`config.mk`:
```
export PLATFORM = sky130hd
export DESIGN_NAME = radix_base_converter
export DESIGN_NICKNAME = d
export VERILOG_FILES = /design/src/hw/rtl/rbc_pkg.sv /design/src/hw/rtl/rbc_cfg.sv /design/src/hw/rtl/rbc_mul.sv /design/src/hw/rtl/rbc_core.sv /design/src/hw/rtl/radix_base_converter.sv
export SDC_FILE = /design/constraint.sdc
export NUM_CORES = 2
export LEC_CHECK = 0
export ABC_AREA = 1
export BUFFER_PORTS_ARGS = -buffer_cell sky130_fd_sc_hd__buf_2
export CAP_MARGIN = 30
export CORE_ASPECT_RATIO = 0.8
export CORE_MARGIN = 2
export CORE_UTILIZATION = 60
export DETAILED_ROUTE_END_ITERATION = 8
export PLACE_DENSITY = 0.77
export RECOVER_POWER = 100
export SETUP_SLACK_MARGIN = 0.3
export SYNTH_ARGS = -nofsm -noshare
export SYNTH_HDL_FRONTEND = slang
export SYNTH_SLANG_ARGS = --single-unit
```
`constraint.sdc`:
```
create_clock -name i_clk -period 10.7 [get_ports i_clk]
set_input_delay 1.07 -clock i_clk [delete_from_list [all_inputs] [get_ports i_clk]]
set_output_delay 1.07 -clock i_clk [all_outputs]
set_load 0.02 [all_outputs]
```
`src/hw/rtl/rbc_pkg.sv`:
```
package rbc_pkg;

    localparam int unsigned NUM_W      = 31;
    localparam int unsigned SB_W       = 4;
    localparam int unsigned TB_W       = 6;
    localparam int unsigned STATUS_W   = 2;
    localparam int unsigned CHAR_W     = 7;
    localparam int unsigned DATA_W     = 32;
    localparam int unsigned ADDR_W     = 3;
    localparam int unsigned MUL_W      = 32;
    localparam int unsigned PROD_W     = 2 * MUL_W;
    localparam int unsigned EST_W      = 7;

    localparam int unsigned DEC_DIGITS = 10;
    localparam int unsigned DEC_W      = 4;
    localparam int unsigned DEC_IDX_W  = $clog2(DEC_DIGITS);
    localparam int unsigned DEC_CNT_W  = $clog2(DEC_DIGITS + 1);

    localparam logic [SB_W-1:0] SB_RESET = SB_W'(10);
    localparam logic [SB_W-1:0] SB_MIN   = SB_W'(2);
    localparam logic [SB_W-1:0] SB_MAX   = SB_W'(10);
    localparam logic [TB_W-1:0] TB_RESET = TB_W'(16);
    localparam logic [TB_W-1:0] TB_MIN   = TB_W'(2);
    localparam logic [TB_W-1:0] TB_MAX   = TB_W'(36);
    localparam logic [TB_W-1:0] DEC_RADIX = TB_W'(10);

    localparam logic [CHAR_W-1:0] CHAR_ZERO = CHAR_W'(48);
    localparam logic [CHAR_W-1:0] CHAR_A_OFS = CHAR_W'(55);

    // register index, taken from the word address bit
    localparam logic REG_SOURCE_BASE = 1'b0;
    localparam logic REG_TARGET_BASE = 1'b1;

    typedef enum logic [STATUS_W-1:0] {
        ST_OK        = 2'd0,
        ST_BAD_DIGIT = 2'd1,
        ST_TOO_SMALL = 2'd2
    } t_status;

    typedef enum logic [3:0] {
        S_IDLE,
        S_DIV_RECIP,
        S_DIV_BACK,
        S_DIV_FIX,
        S_HORN_MUL,
        S_HORN_ADD,
        S_EMIT_RD,
        S_EMIT_OUT,
        S_ERR
    } t_state;

    typedef struct packed {
        logic [SB_W-1:0] sb;
        logic [TB_W-1:0] tb;
    } t_cfg;

    typedef struct packed {
        logic             en;
        logic [MUL_W-1:0] a;
        logic [MUL_W-1:0] b;
    } t_mul_req;

    localparam int unsigned NUM_RECIP = 37;
    localparam logic [63:0] RECIP_NUM = 64'h1_0000_0000;

    // floor(2^32 / d); quotient estimate is exact or one low
    localparam logic [MUL_W-1:0] RECIP_TAB [NUM_RECIP] = '{
        32'd0, 32'd0,
        32'(RECIP_NUM / 64'd2),  32'(RECIP_NUM / 64'd3),  32'(RECIP_NUM / 64'd4),
        32'(RECIP_NUM / 64'd5),  32'(RECIP_NUM / 64'd6),  32'(RECIP_NUM / 64'd7),
        32'(RECIP_NUM / 64'd8),  32'(RECIP_NUM / 64'd9),  32'(RECIP_NUM / 64'd10),
        32'(RECIP_NUM / 64'd11), 32'(RECIP_NUM / 64'd12), 32'(RECIP_NUM / 64'd13),
        32'(RECIP_NUM / 64'd14), 32'(RECIP_NUM / 64'd15), 32'(RECIP_NUM / 64'd16),
        32'(RECIP_NUM / 64'd17), 32'(RECIP_NUM / 64'd18), 32'(RECIP_NUM / 64'd19),
        32'(RECIP_NUM / 64'd20), 32'(RECIP_NUM / 64'd21), 32'(RECIP_NUM / 64'd22),
        32'(RECIP_NUM / 64'd23), 32'(RECIP_NUM / 64'd24), 32'(RECIP_NUM / 64'd25),
        32'(RECIP_NUM / 64'd26), 32'(RECIP_NUM / 64'd27), 32'(RECIP_NUM / 64'd28),
        32'(RECIP_NUM / 64'd29), 32'(RECIP_NUM / 64'd30), 32'(RECIP_NUM / 64'd31),
        32'(RECIP_NUM / 64'd32), 32'(RECIP_NUM / 64'd33), 32'(RECIP_NUM / 64'd34),
        32'(RECIP_NUM / 64'd35), 32'(RECIP_NUM / 64'd36)
    };

    function automatic logic [MUL_W-1:0] recip(input logic [TB_W-1:0] d);
        logic [MUL_W-1:0] r;
        r = '0;
        if (d < TB_W'(NUM_RECIP)) begin
            r = RECIP_TAB[d];
        end
        return r;
    endfunction

    function automatic logic [CHAR_W-1:0] digit_char(input logic [TB_W-1:0] d);
        logic [CHAR_W-1:0] c;
        if (d < DEC_RADIX) begin
            c = CHAR_ZERO + CHAR_W'(d);
        end else begin
            c = CHAR_A_OFS + CHAR_W'(d);
        end
        return c;
    endfunction

endpackage

```
`src/hw/rtl/rbc_cfg.sv`:
```
module rbc_cfg (
    input  logic                          i_clk,
    input  logic                          i_rst_n,
    input  logic                          psel,
    input  logic                          penable,
    input  logic                          pwrite,
    input  logic [rbc_pkg::ADDR_W-1:0]    paddr,
    input  logic [rbc_pkg::DATA_W-1:0]    pwdata,
    output logic [rbc_pkg::DATA_W-1:0]    prdata,
    output logic                          pready,
    output rbc_pkg::t_cfg                 o_cfg
);

    logic [rbc_pkg::SB_W-1:0] r_source_base;
    logic [rbc_pkg::TB_W-1:0] r_target_base;
    logic                     wr_en;

    assign wr_en  = psel && penable && pwrite;
    assign pready = 1'b1;

    always_ff @(posedge i_clk) begin
        if (!i_rst_n) begin
            r_source_base <= rbc_pkg::SB_RESET;
            r_target_base <= rbc_pkg::TB_RESET;
        end else if (wr_en) begin
            if (paddr[2] == rbc_pkg::REG_SOURCE_BASE) begin
                r_source_base <= pwdata[rbc_pkg::SB_W-1:0];
            end else begin
                r_target_base <= pwdata[rbc_pkg::TB_W-1:0];
            end
        end
    end

    always_comb begin
        if (paddr[2] == rbc_pkg::REG_SOURCE_BASE) begin
            prdata = rbc_pkg::DATA_W'(r_source_base);
        end else begin
            prdata = rbc_pkg::DATA_W'(r_target_base);
        end
    end

    // out-of-range bases saturate
    always_comb begin
        o_cfg.sb = r_source_base;
        if (r_source_base < rbc_pkg::SB_MIN) begin
            o_cfg.sb = rbc_pkg::SB_MIN;
        end else if (r_source_base > rbc_pkg::SB_MAX) begin
            o_cfg.sb = rbc_pkg::SB_MAX;
        end
        o_cfg.tb = r_target_base;
        if (r_target_base < rbc_pkg::TB_MIN) begin
            o_cfg.tb = rbc_pkg::TB_MIN;
        end else if (r_target_base > rbc_pkg::TB_MAX) begin
            o_cfg.tb = rbc_pkg::TB_MAX;
        end
    end

endmodule

```
`src/hw/rtl/rbc_mul.sv`:
```
module rbc_mul (
    input  logic                        i_clk,
    input  rbc_pkg::t_mul_req           i_req,
    output logic [rbc_pkg::PROD_W-1:0]  o_p
);

    logic [rbc_pkg::PROD_W-1:0] r_p;

    always_ff @(posedge i_clk) begin
        if (i_req.en) begin
            r_p <= rbc_pkg::PROD_W'(i_req.a) * rbc_pkg::PROD_W'(i_req.b);
        end
    end

    assign o_p = r_p;

endmodule

```
`src/hw/rtl/rbc_core.sv`:
```
module rbc_core #(
    parameter int unsigned MAX_DIGITS = 31
) (
    input  logic                          i_clk,
    input  logic                          i_rst_n,
    input  rbc_pkg::t_cfg                 i_cfg,
    input  logic                          i_in_valid,
    output logic                          o_in_stall,
    input  logic [rbc_pkg::NUM_W-1:0]     i_encoded_number,
    output rbc_pkg::t_mul_req             o_mul,
    input  logic [rbc_pkg::PROD_W-1:0]    i_mul_p,
    output logic                          o_out_valid,
    input  logic                          i_out_stall,
    output logic [rbc_pkg::STATUS_W-1:0]  o_status,
    output logic [rbc_pkg::CHAR_W-1:0]    o_digit_char,
    output logic [rbc_pkg::TB_W-1:0]      o_digit_value,
    output logic [rbc_pkg::NUM_W-1:0]     o_value_decimal,
    output logic                          o_last
);

    localparam int unsigned AW = $clog2(MAX_DIGITS);
    localparam int unsigned CW = $clog2(MAX_DIGITS + 1);
    localparam int unsigned NW = rbc_pkg::NUM_W;

    rbc_pkg::t_state r_state, n_state;

    logic [NW-1:0]                    r_m, n_m;
    logic [NW-1:0]                    r_q, n_q;
    logic [NW-1:0]                    r_val, n_val;
    logic                             r_conv, n_conv;
    logic [rbc_pkg::DEC_CNT_W-1:0]    r_dcnt, n_dcnt;
    logic [rbc_pkg::DEC_IDX_W-1:0]    r_hidx, n_hidx;
    logic [CW-1:0]                    r_tcnt, n_tcnt;
    logic [AW-1:0]                    r_eidx, n_eidx;
    rbc_pkg::t_status                 r_err, n_err;

    logic [rbc_pkg::DEC_W-1:0]        r_dec [rbc_pkg::DEC_DIGITS];
    logic                             dec_we;

    logic [rbc_pkg::TB_W-1:0]         mem [MAX_DIGITS];
    logic                             mem_we;
    logic                             mem_re;
    logic [rbc_pkg::TB_W-1:0]         r_rd_data;

    logic                             r_ov, n_ov;
    rbc_pkg::t_status                 r_ostat, n_ostat;
    logic [rbc_pkg::CHAR_W-1:0]       r_ochar, n_ochar;
    logic [rbc_pkg::TB_W-1:0]         r_odig, n_odig;
    logic [NW-1:0]                    r_oval, n_oval;
    logic                             r_olast, n_olast;

    logic                             in_acc;
    logic                             can_load;
    logic [rbc_pkg::TB_W-1:0]         divisor;
    logic [rbc_pkg::EST_W-1:0]        est;
    logic                             fix;
    logic [rbc_pkg::TB_W-1:0]         rem;
    logic [NW-1:0]                    quo;

    assign o_in_stall = (r_state != rbc_pkg::S_IDLE);
    assign in_acc     = i_in_valid && !o_in_stall;
    assign can_load   = !r_ov || !i_out_stall;
    assign divisor    = r_conv ? i_cfg.tb : rbc_pkg::DEC_RADIX;

    // q_est * d never exceeds m; remainder estimate stays below 2*d
    assign est = rbc_pkg::EST_W'(r_m - i_mul_p[NW-1:0]);
    assign fix = (est >= rbc_pkg::EST_W'(divisor));
    assign rem = fix ? rbc_pkg::TB_W'(est - rbc_pkg::EST_W'(divisor))
                     : rbc_pkg::TB_W'(est);
    assign quo = r_q + NW'(fix);

    always_comb begin
        n_state = r_state;
        n_m     = r_m;
        n_q     = r_q;
        n_val   = r_val;
        n_conv  = r_conv;
        n_dcnt  = r_dcnt;
        n_hidx  = r_hidx;
        n_tcnt  = r_tcnt;
        n_eidx  = r_eidx;
        n_err   = r_err;
        dec_we  = 1'b0;
        mem_we  = 1'b0;
        mem_re  = 1'b0;
        o_mul   = '0;

        n_ov    = r_ov && i_out_stall;
        n_ostat = r_ostat;
        n_ochar = r_ochar;
        n_odig  = r_odig;
        n_oval  = r_oval;
        n_olast = r_olast;

        case (r_state)
            rbc_pkg::S_IDLE: begin
                if (in_acc) begin
                    if (i_encoded_number < NW'(2)) begin
                        n_err   = rbc_pkg::ST_TOO_SMALL;
                        n_state = rbc_pkg::S_ERR;
                    end else begin
                        n_m     = i_encoded_number;
                        n_conv  = 1'b0;
                        n_dcnt  = '0;
                        n_state = rbc_pkg::S_DIV_RECIP;
                    end
                end
            end
            rbc_pkg::S_DIV_RECIP: begin
                o_mul.en = 1'b1;
                o_mul.a  = rbc_pkg::MUL_W'(r_m);
                o_mul.b  = rbc_pkg::recip(divisor);
                n_state  = rbc_pkg::S_DIV_BACK;
            end
            rbc_pkg::S_DIV_BACK: begin
                n_q      = i_mul_p[2*rbc_pkg::MUL_W-2 -: NW];
                o_mul.en = 1'b1;
                o_mul.a  = rbc_pkg::MUL_W'(i_mul_p[2*rbc_pkg::MUL_W-2 -: NW]);
                o_mul.b  = rbc_pkg::MUL_W'(divisor);
                n_state  = rbc_pkg::S_DIV_FIX;
            end
            rbc_pkg::S_DIV_FIX: begin
                n_m = quo;
                if (!r_conv) begin
                    if (rem[rbc_pkg::DEC_W-1:0] >= i_cfg.sb) begin
                        n_err   = rbc_pkg::ST_BAD_DIGIT;
                        n_state = rbc_pkg::S_ERR;
                    end else begin
                        dec_we = 1'b1;
                        n_dcnt = r_dcnt + rbc_pkg::DEC_CNT_W'(1);
                        if (quo == '0) begin
                            n_hidx  = r_dcnt[rbc_pkg::DEC_IDX_W-1:0];
                            n_val   = '0;
                            n_state = rbc_pkg::S_HORN_MUL;
                        end else begin
                            n_state = rbc_pkg::S_DIV_RECIP;
                        end
                    end
                end else begin
                    mem_we = 1'b1;
                    n_tcnt = r_tcnt + CW'(1);
                    if (quo == '0 || r_tcnt == CW'(MAX_DIGITS - 1)) begin
                        n_eidx  = r_tcnt[AW-1:0];
                        n_state = rbc_pkg::S_EMIT_RD;
                    end else begin
                        n_state = rbc_pkg::S_DIV_RECIP;
                    end
                end
            end
            rbc_pkg::S_HORN_MUL: begin
                o_mul.en = 1'b1;
                o_mul.a  = rbc_pkg::MUL_W'(r_val);
                o_mul.b  = rbc_pkg::MUL_W'(i_cfg.sb);
                n_state  = rbc_pkg::S_HORN_ADD;
            end
            rbc_pkg::S_HORN_ADD: begin
                n_val = i_mul_p[NW-1:0] + NW'(r_dec[r_hidx]);
                if (r_hidx == '0) begin
                    n_m     = n_val;
                    n_conv  = 1'b1;
                    n_tcnt  = '0;
                    n_state = rbc_pkg::S_DIV_RECIP;
                end else begin
                    n_hidx  = r_hidx - rbc_pkg::DEC_IDX_W'(1);
                    n_state = rbc_pkg::S_HORN_MUL;
                end
            end
            rbc_pkg::S_EMIT_RD: begin
                mem_re  = 1'b1;
                n_state = rbc_pkg::S_EMIT_OUT;
            end
            rbc_pkg::S_EMIT_OUT: begin
                if (can_load) begin
                    n_ov    = 1'b1;
                    n_ostat = rbc_pkg::ST_OK;
                    n_ochar = rbc_pkg::digit_char(r_rd_data);
                    n_odig  = r_rd_data;
                    n_oval  = r_val;
                    n_olast = (r_eidx == '0);
                    if (r_eidx == '0) begin
                        n_state = rbc_pkg::S_IDLE;
                    end else begin
                        n_eidx  = r_eidx - AW'(1);
                        n_state = rbc_pkg::S_EMIT_RD;
                    end
                end
            end
            rbc_pkg::S_ERR: begin
                if (can_load) begin
                    n_ov    = 1'b1;
                    n_ostat = r_err;
                    n_ochar = '0;
                    n_odig  = '0;
                    n_oval  = '0;
                    n_olast = 1'b1;
                    n_state = rbc_pkg::S_IDLE;
                end
            end
            default: begin
                n_state = rbc_pkg::S_IDLE;
            end
        endcase
    end

    always_ff @(posedge i_clk) begin
        if (!i_rst_n) begin
            r_state <= rbc_pkg::S_IDLE;
            r_ov    <= 1'b0;
        end else begin
            r_state <= n_state;
            r_ov    <= n_ov;
        end
    end

    always_ff @(posedge i_clk) begin
        r_m     <= n_m;
        r_q     <= n_q;
        r_val   <= n_val;
        r_conv  <= n_conv;
        r_dcnt  <= n_dcnt;
        r_hidx  <= n_hidx;
        r_tcnt  <= n_tcnt;
        r_eidx  <= n_eidx;
        r_err   <= n_err;
        r_ostat <= n_ostat;
        r_ochar <= n_ochar;
        r_odig  <= n_odig;
        r_oval  <= n_oval;
        r_olast <= n_olast;
    end

    always_ff @(posedge i_clk) begin
        if (dec_we) begin
            r_dec[r_dcnt[rbc_pkg::DEC_IDX_W-1:0]] <= rem[rbc_pkg::DEC_W-1:0];
        end
    end

    always_ff @(posedge i_clk) begin
        if (mem_we) begin
            mem[r_tcnt[AW-1:0]] <= rem;
        end
        if (mem_re) begin
            r_rd_data <= mem[r_eidx];
        end
    end

    assign o_out_valid     = r_ov;
    assign o_status        = r_ostat;
    assign o_digit_char    = r_ochar;
    assign o_digit_value   = r_odig;
    assign o_value_decimal = r_oval;
    assign o_last          = r_olast;

endmodule

```
`src/hw/rtl/radix_base_converter.sv`:
```
// channel  | valid        | stall        | payload
// ---------+--------------+--------------+-------------------------------------------
// input    | i_in_valid   | o_in_stall   | i_encoded_number
// output   | o_out_valid  | i_out_stall  | o_status, o_digit_char, o_digit_value,
//          |              |              | o_value_decimal, o_last
// config   | psel/penable | pready (=1)  | paddr, pwdata, prdata
//
// One item at a time. Each decimal split is a reciprocal multiply, a back-multiply and
// a fix step; each Horner step a multiply and an add; each division by the target base
// the same three steps; each result a read and a load, held while the output stalls;
// then idle, all paced by the single shared 32x32 multiplier. Input below two: error.
// Synchronous active-low reset; bases reset to 10 and 16.
// Output register: the next item is taken once the last result is loaded.
module radix_base_converter #(
    parameter int unsigned MAX_DIGITS = 31
) (
    input  logic                          i_clk,
    input  logic                          i_rst_n,
    input  logic                          psel,
    input  logic                          penable,
    input  logic                          pwrite,
    input  logic [rbc_pkg::ADDR_W-1:0]    paddr,
    input  logic [rbc_pkg::DATA_W-1:0]    pwdata,
    output logic [rbc_pkg::DATA_W-1:0]    prdata,
    output logic                          pready,
    input  logic                          i_in_valid,
    output logic                          o_in_stall,
    input  logic [rbc_pkg::NUM_W-1:0]     i_encoded_number,
    output logic                          o_out_valid,
    input  logic                          i_out_stall,
    output logic [rbc_pkg::STATUS_W-1:0]  o_status,
    output logic [rbc_pkg::CHAR_W-1:0]    o_digit_char,
    output logic [rbc_pkg::TB_W-1:0]      o_digit_value,
    output logic [rbc_pkg::NUM_W-1:0]     o_value_decimal,
    output logic                          o_last
);

    rbc_pkg::t_cfg               cfg;
    rbc_pkg::t_mul_req           mul_req;
    logic [rbc_pkg::PROD_W-1:0]  mul_p;

    rbc_cfg u_cfg (
        .i_clk   (i_clk),
        .i_rst_n (i_rst_n),
        .psel    (psel),
        .penable (penable),
        .pwrite  (pwrite),
        .paddr   (paddr),
        .pwdata  (pwdata),
        .prdata  (prdata),
        .pready  (pready),
        .o_cfg   (cfg)
    );

    rbc_mul u_mul (
        .i_clk (i_clk),
        .i_req (mul_req),
        .o_p   (mul_p)
    );

    rbc_core #(
        .MAX_DIGITS (MAX_DIGITS)
    ) u_core (
        .i_clk            (i_clk),
        .i_rst_n          (i_rst_n),
        .i_cfg            (cfg),
        .i_in_valid       (i_in_valid),
        .o_in_stall       (o_in_stall),
        .i_encoded_number (i_encoded_number),
        .o_mul            (mul_req),
        .i_mul_p          (mul_p),
        .o_out_valid      (o_out_valid),
        .i_out_stall      (i_out_stall),
        .o_status         (o_status),
        .o_digit_char     (o_digit_char),
        .o_digit_value    (o_digit_value),
        .o_value_decimal  (o_value_decimal),
        .o_last           (o_last)
    );

endmodule

```
==> results.ini <==
[die]
die_w_um=342
initial_core_util_pct=60.3
pin_count=155
chipHeight_um=274
coreArea_um2=90800
fp.dieArea_um2=93700
rows=99

[critical_path]
timing.rr.start=u_cfg.r_target_base[3]
critPathMaxStageDelay_ps=580
worst-r2r-setup-slack_ps=570
path_max_fanout=16
worst-setup-path-type=reg2reg
worstPathRequired_ps=11000
arrival_ps=10430
rr_worst_depth=35
reg2reg_to=u_mul.o_p[60]
cp-end-kind=flip-flop
slowest_stage=fa_1
crit_path_frequent_cell=fa_1
critPathLaunchType=flip-flop

[timing]
rsz0062_at_grt=yes
finalCritPeriodShare_pct=94.7
setup_viol=0
timing.fmax_mhz=98.7
tns_ps=0
slew_headroom_pct=-143
worst_clock_skew_ps=36.7
period_needed_ps=10130
finalHoldViolCount=0
worstMarginPinSlew_ps=3640
drv_slew=497

[global_route]
grt_max_degree=91
grt_antenna_before_repair=1
grt_pass1_wl_um=263000
track_usage_pct=37.6
grt.overflow.total=0
grt_pass1_vias=43400

[drt]
vias=44100
routedWlPerCell_um=23.2
wl_um=173000
drc=1
ant_nets=0
drtIter0Drc=5472
dr.pass1.iters=9
vias_per_cell=5.93

[cells_and_area]
utilization_pct=64.0
synthToLayoutAreaGrowth_pct=6.12
drive_gt1_share_pct=5.52
n_antenna_cell=0
nets=7445

[cts]
cts_hold_buf=0
numClockSinks=474
clockBufferDepth=3
clkLatencyLatePin_ps=600
cts-htree-levels=2
cts_root_buf=clkbuf_16
clk_pin_slew_ps=80
cts_made_buffers=42
cts_tree=yes

[synth]
yosysWarnings=0
ys_ff_latch=474
synthArstFlopShare_pct=0
synth_mux_area_share_pct=0.240
ys.flop_type=edfxtp_1
synth_xor_area_share_pct=1.39
synth_area_per_cell_um2=8.95
synth_cells=6114
synth_area_um2=54700
yosysTopAreaCell=fa_1
synth_area_leaders=fa_1, edfxtp_1, inv_1
synth_top_family_by_area=adder cells
seq_area_frac_synth_pct=25.7
synth_top_area_share_pct=31.8
synth_compound_area_share_pct=6.91
synth_cell_types=65
synthSimpleGateAreaFrac_pct=16.0
synth_adder_area_share_pct=38.8
synth-edff-count=455

[min_path]
hold_class=reg2reg
hp-start=u_mul.o_p[61]
whs_endpoint=u_core.r_q[29]
whs_path_depth=0

[outcome]
status=complete, but fails checks
violations=design-rule violations, max-capacitance violations, max-slew violations

[run]
cap_violations=13

[pwr]
leakagePower_nw=26.6
p_per_area_nw_per_um2=160
peakVddDrop_uv=261
finalPower_mw=9.29

[place]
place.port_buffers=99
gp_congestion=1.05
hpwl_um=140000

-- cell usage after synthesis (all sizes together) (13+ instances only) --
master	n
nand3	117
o22ai	38
o221ai	13
nand4	23
dfxtp	19
nor3	39
a31oi	20
o211ai	39
o21ai	272
nand2	1032
ha	307
edfxtp	455
o21bai	13
inv	1257
a21oi	197
xnor2	27
buf	110
nor2	944
clkbuf	136
clkinv	16
xor2	60
fa	869
nor4	20
-- cells by family after synthesis --
group	after synthesis
flip-flops	474
adder cells (fa/ha/maj)	1176
multiplexers	13
AO/OA/AOI/OAI	653
XOR/XNOR	87
AND/OR/NAND/NOR	2190
buffers and inverters	1519
other	2
-- cell type report --
cell class,count,area (um^2)
multi-input combinational,4146,34800
fill,7462,32700
sequential,474,14000
inverter,1273,4780
timing repair buffer,259,1550
tap,1212,1520
clock buffer,53,1110
clock inverter,24,259
-- per-stage QoR --
| step | cell area, um^2 | hold slack, ps | cells | setup slack, ps |
|---|---|---|---|---|
| after global placement | 56900 | 442 | 7361 | 922 |
| final | 58100 | 459 | 7441 | 568 |
| after floorplan | 54800 | 427 | 6139 | 1500 |
| after global routing | 58100 | 466 | 7441 | 123 |
| after CTS | 58300 | 456 | 7440 | 814 |
| after detailed placement | 56900 | 440 | 7363 | 843 |
-- worst max path at each step --
stage                               end              startpoint  depth (start not counted)
after global placement    u_mul.o_p[59]           u_core.r_conv                         36
after CTS                 u_mul.o_p[60]  u_cfg.r_target_base[3]                         38
after detailed placement  u_mul.o_p[59]  u_cfg.r_target_base[3]                         38
after global routing      u_mul.o_p[60]  u_cfg.r_target_base[3]                         38
final                     u_mul.o_p[60]  u_cfg.r_target_base[3]                         35
after floorplan           u_mul.o_p[54]       u_core.r_state[3]                         32
-- power breakdown --
part / switching (mW) / internal [mW] / total, mW / leakage, nW
clock network: 0.717 / 0.824 / 1.54 / 0.670
logic: 3.47 / 1.35 / 4.82 / 21.6
registers: 0.135 / 2.79 / 2.93 / 4.40
total: 4.32 / 4.96 / 9.29 / 26.6
-- sequential cells by signal, indices dropped and copies added, names as in the netlist, 2 cells and up, named ones only --
name and count:
u_cfg.r_source_base 4, u_cfg.r_target_base 6, u_core.mem 186, u_core.o_digit_char 7
u_core.o_digit_value 6, u_core.o_status 2, u_core.o_value_decimal 31, u_core.r_dcnt 4
u_core.r_dec 40, u_core.r_eidx 5, u_core.r_err 2, u_core.r_hidx 4
u_core.r_m 31, u_core.r_q 31, u_core.r_rd_data 6, u_core.r_state 4
u_core.r_tcnt 5, u_core.r_val 31, u_mul.o_p 62
-- cells in the final DEF (no fill, tap or decap), types with 17 or more instances in the layout --
| master | instances |
|---|---|
| a21oi_1 | 177 |
| a21oi_2 | 17 |
| a31oi_1 | 19 |
| buf_2 | 42 |
| buf_4 | 135 |
| clkbuf_1 | 89 |
| clkbuf_16 | 42 |
| clkinv_1 | 20 |
| conb_1 | 27 |
| dfxtp_1 | 19 |
| edfxtp_1 | 455 |
| fa_1 | 869 |
| ha_1 | 307 |
| inv_1 | 1222 |
| inv_2 | 33 |
| nand2_1 | 1021 |
| nand3_1 | 116 |
| nand4_1 | 23 |
| nor2_1 | 930 |
| nor3_1 | 35 |
| nor4_1 | 19 |
| o211ai_1 | 38 |
| o21ai_0 | 261 |
| o22ai_1 | 38 |
| xnor2_1 | 27 |
| xor2_1 | 60 |
-- metal layers --
metal,track usage (%),wire length [um],vias up,share of wire (%)
met1,53.3,66900,21700,39
met3,10.8,23800,456,14
li1,-,-,18900,-
met4,15.2,8900,0,5.1
met2,54.8,73500,2970,42
met5,0,0,-,0
-- what timing repair did --
item                       CTS  global route
setup buffers                0             1
setup endpoints to repair    0             6
gates resized for setup      0             3
-- worst max-delay path: cells and delay by family, from the launching register on --
family / cells / cell delay (ps)
AO/OA/AOI/OAI: 10 / 2130
XOR/XNOR: 1 / 180
adder cells (fa/ha/maj): 10 / 4880
buffers and inverters: 6 / 970
flip-flops: 1 / 500
AND/OR/NAND/NOR: 8 / 1170
Note: power is estimated with default switching activity, not from simulation.
